File: src/rtl/dds_pkg.sv
// shared constants, sine table contents and helpers for the dds sine generator
package dds_pkg;

  localparam int PHASE_W    = 24;
  localparam int FREQ_W     = 27;
  localparam int SAMPLE_W   = 8;
  localparam int TABLE_SIZE = 256;
  localparam int TABLE_AW   = $clog2(TABLE_SIZE);

  localparam logic [SAMPLE_W-1:0] MIDSCALE = 8'd127;

  // word = (f * 838860800 + 5e9) / 1e10 reduces exactly to
  // (f * 2^16 + 390625) / 781250
  localparam int TUNE_SHIFT = 16;
  localparam int TUNE_BIAS  = 390625;
  localparam int TUNE_DIV   = 781250;
  // one spare top bit, the bias can carry out of f * 2^16
  localparam int DIVIDEND_W = FREQ_W + TUNE_SHIFT + 1;

  // quotient estimate from the top bits of the dividend times floor(2^46 / 781250),
  // never above the true quotient and at most one below it
  localparam int RECIP_LSB   = 12;
  localparam int RECIP_IN_W  = DIVIDEND_W - RECIP_LSB;
  localparam int TUNE_RECIP  = 90071992;
  localparam int RECIP_W     = 27;
  localparam int RECIP_SHIFT = 34;
  localparam int PROD_W      = RECIP_IN_W + RECIP_W;
  localparam int QUOT_W      = PROD_W - RECIP_SHIFT;

  localparam logic [SAMPLE_W-1:0] SINE_ROM [TABLE_SIZE] = '{
    8'd127, 8'd130, 8'd133, 8'd136, 8'd139, 8'd143, 8'd146, 8'd149,
    8'd152, 8'd155, 8'd158, 8'd161, 8'd164, 8'd167, 8'd170, 8'd173,
    8'd176, 8'd179, 8'd182, 8'd184, 8'd187, 8'd190, 8'd193, 8'd195,
    8'd198, 8'd200, 8'd203, 8'd205, 8'd208, 8'd210, 8'd213, 8'd215,
    8'd217, 8'd219, 8'd221, 8'd224, 8'd226, 8'd228, 8'd229, 8'd231,
    8'd233, 8'd235, 8'd236, 8'd238, 8'd239, 8'd241, 8'd242, 8'd244,
    8'd245, 8'd246, 8'd247, 8'd248, 8'd249, 8'd250, 8'd251, 8'd251,
    8'd252, 8'd253, 8'd253, 8'd254, 8'd254, 8'd254, 8'd254, 8'd254,
    8'd255, 8'd254, 8'd254, 8'd254, 8'd254, 8'd254, 8'd253, 8'd253,
    8'd252, 8'd251, 8'd251, 8'd250, 8'd249, 8'd248, 8'd247, 8'd246,
    8'd245, 8'd244, 8'd242, 8'd241, 8'd239, 8'd238, 8'd236, 8'd235,
    8'd233, 8'd231, 8'd229, 8'd228, 8'd226, 8'd224, 8'd221, 8'd219,
    8'd217, 8'd215, 8'd213, 8'd210, 8'd208, 8'd205, 8'd203, 8'd200,
    8'd198, 8'd195, 8'd193, 8'd190, 8'd187, 8'd184, 8'd182, 8'd179,
    8'd176, 8'd173, 8'd170, 8'd167, 8'd164, 8'd161, 8'd158, 8'd155,
    8'd152, 8'd149, 8'd146, 8'd143, 8'd139, 8'd136, 8'd133, 8'd130,
    8'd127, 8'd124, 8'd121, 8'd118, 8'd115, 8'd111, 8'd108, 8'd105,
    8'd102, 8'd99,  8'd96,  8'd93,  8'd90,  8'd87,  8'd84,  8'd81,
    8'd78,  8'd75,  8'd72,  8'd70,  8'd67,  8'd64,  8'd61,  8'd59,
    8'd56,  8'd54,  8'd51,  8'd49,  8'd46,  8'd44,  8'd41,  8'd39,
    8'd37,  8'd35,  8'd33,  8'd30,  8'd28,  8'd26,  8'd25,  8'd23,
    8'd21,  8'd19,  8'd18,  8'd16,  8'd15,  8'd13,  8'd12,  8'd10,
    8'd9,   8'd8,   8'd7,   8'd6,   8'd5,   8'd4,   8'd3,   8'd3,
    8'd2,   8'd1,   8'd1,   8'd0,   8'd0,   8'd0,   8'd0,   8'd0,
    8'd0,   8'd0,   8'd0,   8'd0,   8'd0,   8'd0,   8'd1,   8'd1,
    8'd2,   8'd3,   8'd3,   8'd4,   8'd5,   8'd6,   8'd7,   8'd8,
    8'd9,   8'd10,  8'd12,  8'd13,  8'd15,  8'd16,  8'd18,  8'd19,
    8'd21,  8'd23,  8'd25,  8'd26,  8'd28,  8'd30,  8'd33,  8'd35,
    8'd37,  8'd39,  8'd41,  8'd44,  8'd46,  8'd49,  8'd51,  8'd54,
    8'd56,  8'd59,  8'd61,  8'd64,  8'd67,  8'd70,  8'd72,  8'd75,
    8'd78,  8'd81,  8'd84,  8'd87,  8'd90,  8'd93,  8'd96,  8'd99,
    8'd102, 8'd105, 8'd108, 8'd111, 8'd115, 8'd118, 8'd121, 8'd124
  };

  function automatic logic [SAMPLE_W-1:0] sine_lut(input logic [TABLE_AW-1:0] idx);
    return SINE_ROM[idx];
  endfunction

endpackage

File: src/rtl/dds_ram.sv
// generic single write port, single read port ram with registered read data
module dds_ram #(
  parameter int WIDTH = 8,
  parameter int DEPTH = 256
) (
  input  logic                     clk,
  input  logic                     we,
  input  logic [$clog2(DEPTH)-1:0] waddr,
  input  logic [WIDTH-1:0]         wdata,
  input  logic                     re,
  input  logic [$clog2(DEPTH)-1:0] raddr,
  output logic [WIDTH-1:0]         rdata
);

  logic [WIDTH-1:0] mem_r [DEPTH];
  logic [WIDTH-1:0] rdata_r;

  always_ff @(posedge clk) begin
    if (we) begin
      mem_r[waddr] <= wdata;
    end
    if (re) begin
      rdata_r <= mem_r[raddr];
    end
  end

  assign rdata = rdata_r;

endmodule

File: src/rtl/dds_tune_div.sv
// tuning word unit: rounds the frequency into a phase increment by reciprocal multiplication
module dds_tune_div (
  input  logic                         clk,
  input  logic                         rst_n,
  input  logic                         start,
  input  logic [dds_pkg::FREQ_W-1:0]   freq,
  output logic                         busy,
  output logic [dds_pkg::PHASE_W-1:0]  word
);

  import dds_pkg::*;

  logic [2:0]            stage_r,  stage_nxt;
  logic [DIVIDEND_W-1:0] dividend;
  logic [DIVIDEND_W-1:0] num_r;
  logic [PROD_W-1:0]     prod_r,   prod_nxt;
  logic [QUOT_W-1:0]     qest_r,   qest_nxt;
  logic [DIVIDEND_W-1:0] qprod_r,  qprod_nxt;
  logic [DIVIDEND_W-1:0] rem;
  logic [PHASE_W-1:0]    word_r,   word_nxt;

  assign dividend  = {1'b0, freq, TUNE_SHIFT'(0)} + DIVIDEND_W'(TUNE_BIAS);
  assign stage_nxt = {stage_r[1:0], start};

  // estimate, then one correction step on the remainder
  assign prod_nxt  = PROD_W'(num_r[DIVIDEND_W-1 -: RECIP_IN_W]) * PROD_W'(TUNE_RECIP);
  assign qest_nxt  = prod_r[PROD_W-1 -: QUOT_W];
  assign qprod_nxt = DIVIDEND_W'(qest_nxt) * DIVIDEND_W'(TUNE_DIV);
  assign rem       = num_r - qprod_r;
  assign word_nxt  = PHASE_W'(qest_r) + PHASE_W'(rem >= DIVIDEND_W'(TUNE_DIV));

  always_ff @(posedge clk) begin
    if (!rst_n) begin
      stage_r <= '0;
      word_r  <= '0;
    end else begin
      stage_r <= stage_nxt;
      if (stage_r[2]) begin
        word_r <= word_nxt;
      end
    end
  end

  always_ff @(posedge clk) begin
    if (start) begin
      num_r <= dividend;
    end
    if (stage_r[0]) begin
      prod_r <= prod_nxt;
    end
    if (stage_r[1]) begin
      qest_r  <= qest_nxt;
      qprod_r <= qprod_nxt;
    end
  end

  assign busy = |stage_r;
  assign word = word_r;

endmodule

File: src/rtl/dds_sine_generator.sv
// dds sine generator top level: phase accumulator, sine table ram and output pipeline
//
// input channel (in_valid / in_stall) carries one sample tick request: enable and
// restart. each accepted request yields exactly one result on the output channel
// (out_valid / out_stall): the sine sample and the phase after the tick.
// a request accepted passes through the table read stage (the registered ram read)
// and then the output register before the receiver can take it.
// throughput: one request per cycle while no table load, tuning word computation or
// output stall holds it, set by the phase add and one sine ram read per cycle.
// the configuration channel (cfg_valid / cfg_ready / cfg_data) writes the
// frequency in hundredths of a hertz; the tuning word is then worked out by a
// reciprocal multiply, during which cfg_ready is low and in_stall high.
// after reset the sine ram is loaded from the constant table, one entry a cycle,
// so in_stall stays high until all 256 entries are written; the phase and the tuning word reset to 0.
// when the receiver stalls, the result is held in the output register and one
// more request can still be taken into the table read stage; after that
// in_stall rises until the output drains.
module dds_sine_generator (
  input  logic                          clk,
  input  logic                          rst_n,
  input  logic                          in_valid,
  output logic                          in_stall,
  input  logic                          in_enable,
  input  logic                          in_restart,
  output logic                          out_valid,
  input  logic                          out_stall,
  output logic [dds_pkg::SAMPLE_W-1:0]  out_sample,
  output logic [dds_pkg::PHASE_W-1:0]   out_phase_out,
  input  logic                          cfg_valid,
  output logic                          cfg_ready,
  input  logic [dds_pkg::FREQ_W-1:0]    cfg_data
);

  import dds_pkg::*;

  localparam int FILL_W = TABLE_AW + 1;

  logic [FILL_W-1:0]   fill_cnt_r;
  logic                fill_busy;
  logic                div_busy;
  logic [PHASE_W-1:0]  tune_word;
  logic                cfg_write;

  logic [PHASE_W-1:0]  phase_r,   phase_nxt;
  logic [PHASE_W-1:0]  phase_base;
  logic                in_accept;

  logic                s1_valid_r;
  logic                s1_en_r;
  logic [PHASE_W-1:0]  s1_phase_r;
  logic                s1_adv;
  logic [SAMPLE_W-1:0] table_rdata;

  logic                out_valid_r;
  logic [SAMPLE_W-1:0] out_sample_r;
  logic [PHASE_W-1:0]  out_phase_r;

  // table load after reset
  assign fill_busy = ~fill_cnt_r[TABLE_AW];

  always_ff @(posedge clk) begin
    if (!rst_n) begin
      fill_cnt_r <= '0;
    end else if (fill_busy) begin
      fill_cnt_r <= fill_cnt_r + 1'b1;
    end
  end

  assign cfg_ready = ~div_busy;
  assign cfg_write = cfg_valid & cfg_ready;

  dds_tune_div u_tune_div (
    .clk   (clk),
    .rst_n (rst_n),
    .start (cfg_write),
    .freq  (cfg_data),
    .busy  (div_busy),
    .word  (tune_word)
  );

  // pipeline flow
  assign s1_adv    = s1_valid_r & (~out_valid_r | ~out_stall);
  assign in_stall  = fill_busy | div_busy | cfg_write | (s1_valid_r & ~s1_adv);
  assign in_accept = in_valid & ~in_stall;

  assign phase_base = in_restart ? '0 : phase_r;
  assign phase_nxt  = in_enable ? phase_base + tune_word : phase_base;

  always_ff @(posedge clk) begin
    if (!rst_n) begin
      phase_r <= '0;
    end else if (in_accept) begin
      phase_r <= phase_nxt;
    end
  end

  dds_ram #(
    .WIDTH (SAMPLE_W),
    .DEPTH (TABLE_SIZE)
  ) u_sine_ram (
    .clk   (clk),
    .we    (fill_busy),
    .waddr (fill_cnt_r[TABLE_AW-1:0]),
    .wdata (sine_lut(fill_cnt_r[TABLE_AW-1:0])),
    .re    (in_accept),
    .raddr (phase_nxt[PHASE_W-1 -: TABLE_AW]),
    .rdata (table_rdata)
  );

  // table read stage
  always_ff @(posedge clk) begin
    if (!rst_n) begin
      s1_valid_r <= 1'b0;
    end else if (in_accept) begin
      s1_valid_r <= 1'b1;
    end else if (s1_adv) begin
      s1_valid_r <= 1'b0;
    end
  end

  always_ff @(posedge clk) begin
    if (in_accept) begin
      s1_en_r    <= in_enable;
      s1_phase_r <= phase_nxt;
    end
  end

  // output register
  always_ff @(posedge clk) begin
    if (!rst_n) begin
      out_valid_r <= 1'b0;
    end else if (s1_adv) begin
      out_valid_r <= 1'b1;
    end else if (~out_stall) begin
      out_valid_r <= 1'b0;
    end
  end

  always_ff @(posedge clk) begin
    if (s1_adv) begin
      out_sample_r <= s1_en_r ? table_rdata : MIDSCALE;
      out_phase_r  <= s1_phase_r;
    end
  end

  assign out_valid     = out_valid_r;
  assign out_sample    = out_sample_r;
  assign out_phase_out = out_phase_r;

  // checks
  a_no_accept_during_fill: assert property (@(posedge clk) disable iff (!rst_n)
    fill_busy |-> !in_accept)
    else $error("request accepted while sine table is loading");

  a_cfg_blocks_input: assert property (@(posedge clk) disable iff (!rst_n)
    cfg_write |=> in_stall && !cfg_ready)
    else $error("input not held off while tuning word is computed");

  a_disabled_midscale: assert property (@(posedge clk) disable iff (!rst_n)
    (s1_adv && !s1_en_r) |=> out_sample == MIDSCALE)
    else $error("disabled tick did not give midscale");

  a_full_pipe_stalls: assert property (@(posedge clk) disable iff (!rst_n)
    (s1_valid_r && out_valid_r && out_stall) |-> in_stall)
    else $error("request taken with both stages full and output stalled");

endmodule
File: config.mk
export PLATFORM = sky130hd
export DESIGN_NAME = dds_sine_generator
export DESIGN_NICKNAME = d
export VERILOG_FILES = /design/src/rtl/dds_pkg.sv /design/src/rtl/dds_ram.sv /design/src/rtl/dds_tune_div.sv /design/src/rtl/dds_sine_generator.sv
export SDC_FILE = /design/constraint.sdc
export NUM_CORES = 2
export LEC_CHECK = 0
export BUFFER_PORTS_ARGS = -buffer_cell sky130_fd_sc_hd__buf_2
export CAP_MARGIN = 15
export CORE_ASPECT_RATIO = 0.5
export CORE_MARGIN = 3
export CORE_UTILIZATION = 40
export DETAILED_ROUTE_END_ITERATION = 8
export PLACE_DENSITY = 0.57
export SLEW_MARGIN = 25
export SYNTH_ARGS = -nofsm -noshare
export SYNTH_HDL_FRONTEND = slang
export SYNTH_SLANG_ARGS = --single-unit
File: constraint.sdc
create_clock -name clk -period 15.7 [get_ports clk]
set_input_delay 1.57 -clock clk [delete_from_list [all_inputs] [get_ports clk]]
set_output_delay 1.57 -clock clk [all_outputs]
set_load 0.02 [all_outputs]
==> results.md <==
- Hold_buf cts: 0
- Drt pass-1 iters: 9
- First-pass GRT wire length: 554 mm
- GRT overflow: 0
- Critical path arrival: 9100 ps
- Longest Clk Path Bufs: 4
- DRC viols: 1
- Worst-margin pin slew: 1200 ps
- Critical path buffers and inverters: 6
- Mapped cell area: 119000 um2
- Largest area contributor in the netlist: edfxtp_1
- Syn nets: 10876
- Hold WC Path Type: reg -> reg
- Initial Utilization: 40.6%
- Status: complete, but fails checks
- Post-synth top area share: 56.1%
- Delay-heaviest family, CP: buffers and inverters
- Die Span X: 778 um
- Routed vias/inst: 5.84
- RSZ-0062 raised after global routing: false
- Period utilization: 54.1%
- DR iter-0 viols: 10314
- Crit Path Category: in -> reg
- Synth cell count leaders: edfxtp_1 (2228), nand2_1 (1711), inv_1 (911)
- Clk slew on worst S/H paths: 70 ps
- Area Growth Syn to Fin: 10.0%
- Drt wl/cell: 27.8 um
- Die ar.: 305000 um2
- Sequential area share after synthesis: 57.2%
- Antenna violations before repair: 28
- Worst-skew pair later-pin latency: 890 ps
- Via count: 80875
- # Post-CTS Setup Buffers: 0
- Unique masters post-synth: 96
- Min Clock Period, post-route: 8500 ps
- Synth Register Bits: 2290
- Routed Antenna Nets: 0
- Share of cells above drive strength 1: 7.03%
- Post-route setup TNS: 0 ps
- Design area: 131000 um2
- Root buffer cell: clkbuf_16
- Core Region: 294000 um2
- Buffers added on ports: 68
- Post-synth EDFFs: 2228
- I/O pins: 69
- CTS tree: built
- Cell count after synthesis: 9797
- H-tree levels: 4
- Placed cell area: 124000 um2
- Endpoints failing setup: 0
- Crit start category: input port
- Synth area leaders: edfxtp_1 (56%), fa_1 (9.0%), nand2_1 (5.4%), ha_1 (5.4%), mux2i_1 (3.3%)
- Max-slew violations: 0
- Slowest stage delay, CP: 1020 ps
- Vias in the first global route: 77178
- CP required: 16300 ps
- Die height: 392 um
- Headroom to the max-slew limit: 19.1%
- Yosys Warn Count: 0
- Avg Cell Area, Syn: 12.2 um2
- Final core utilization: 44.6%
- Row count: 140
- CP Cell Sequence: buf_2 -> nor2b_4 -> ha_4 -> buf_4 -> nor2b_1 -> and3_1 -> and3_1 -> nor4_4 -> buf_4 -> inv_8 -> buf_12 -> buf_4 -> mux2i_1 -> mux2i_1 -> o21ai_0 -> a2bb2oi_1 -> a31oi_1 -> nor4_1 -> nand4b_1
- Clock Sinks: 2290
- RePlAce Congestion: 0.892
- Drt total wl: 385 mm
- Failing checks: design-rule violations
- Most used cell along the critical path: buf_4
- Top-count cell post-synth: edfxtp_1
- DPL Wire Length: 250 mm
- Total track usage: 24.8%
- Worst-path fanout max: 118
- # Max-Cap Violations: 0
- Fmax: 0.118 GHz
- Cts repair resizes: 0
- Final hold violation count: 0
- Ys flop type: edfxtp_1
- Final nets: 10836
- CP max stage cell: nor4_1
- CP Capture Type: register
- Clk_skew: 119 ps
- TritonCTS Buffers: 213
- Post-synth ARST share: 0%
- Largest net degree at the start of global routing: 181
worst register-to-register path: stages, from the launching register on:
cell,delay [ps]
edfxtp_1,850
fa_1,580
inv_1,90
fa_1,440
fa_1,540
inv_1,50
fa_1,500
fa_1,550
inv_1,50
fa_1,450
fa_1,490
inv_1,40
ha_1,290
a21o_1,170
a21o_1,160
a21oi_1,210
o211ai_1,130
and3_1,280
nor3_1,280
nor4bb_1,130
o2111ai_1,270
nand2_1,130
a221oi_1,420
o21bai_1,150
a21o_1,210
xor2_1,130
registers in the layout, indices dropped and copies added (netlist names):
register,cells
u_sine_ram.mem_r,2048
u_tune_div.qprod_r,38
u_tune_div.num_r,28
u_tune_div.prod_r,25
out_phase_out,24
phase_r,24
s1_phase_r,24
u_tune_div.qest_r,24
u_tune_div.word,24
fill_cnt_r,9
out_sample,8
u_sine_ram.rdata,8
u_tune_div.stage_r,3
out_valid,1
s1_en_r,1
s1_valid_r,1
placed cells by master (no fill, tap or decap), types with 43 or more instances in the layout:
cell	n
a211oi_1	45
a21o_1	44
a21oi_1	219
a221oi_1	87
a311oi_1	43
a31oi_1	122
a32oi_1	104
and3_1	104
buf_2	68
buf_4	158
clkbuf_16	217
clkinv_1	52
dfxtp_1	58
edfxtp_1	2228
fa_1	535
ha_1	509
inv_1	908
mux2i_1	389
nand2_1	1699
nand3_1	655
nand4_1	81
nor2_1	396
nor2_2	43
nor2b_1	55
nor3_1	54
o21ai_0	141
o22ai_1	97
xnor2_1	92
xor2_1	50
area by class of cell:
type,instances,area (um2)
inverters,915,3460
multi-input cells,6099,46000
repair buffers,238,1770
clock inverters,124,1130
clock buffers,256,5610
diodes,21,52.6
flip-flops and latches,2290,68200
well taps,3905,4890
fillers,26736,163000
final timing paths:
path / slack (ps) / depth (start not counted) / startpoint / endpoint
worst max-delay path: 7200 / 19 / in_restart / u_sine_ram.rdata[1]
worst min-delay path: 420 / 0 / s1_phase_r[3] / out_phase_out[3]
worst max register to register: 7820 / 25 / u_tune_div.num_r[32] / u_tune_div.prod_r[53]
worst min register to register: 420 / 0 / s1_phase_r[3] / out_phase_out[3]
cell families (layout without fill, tap and decap cells):
| kind of cell | Yosys count | count (layout) | share of synthesized area [%] |
|---|---|---|---|
| buf+inv | 1408 | 1533 | 4.61 |
| simple gates | 3284 | 3284 | 12.1 |
| xor+xnor | 143 | 143 | 1.06 |
| flops | 2290 | 2290 | 57.2 |
| other cells | 0 | 21 | 0 |
| fa+ha+maj | 1045 | 1045 | 14.3 |
| compound gates | 1218 | 1218 | 7.25 |
| mux | 409 | 409 | 3.48 |
stage by stage:
step / setup WS [ps] / cells / hold WS [ps]
after floorplan: 1170 / 9797 / 400
after global placement: 6460 / 13445 / 404
after detailed placement: 6500 / 13446 / 406
after CTS: 7430 / 13826 / 417
after global routing: 6980 / 13828 / 425
final: 7200 / 13848 / 415
layer usage:
metal,global-route usage (%),wire length [um],vias to the layer above
met5,0,101,-
met4,8.27,14200,14
met3,4.70,37100,684
met2,38.9,174000,4054
met1,34.8,160000,41163
li1,-,-,34960
Power is not shown: default switching activity piles up to over one toggle a cycle in this logic, so the estimate is an artifact.
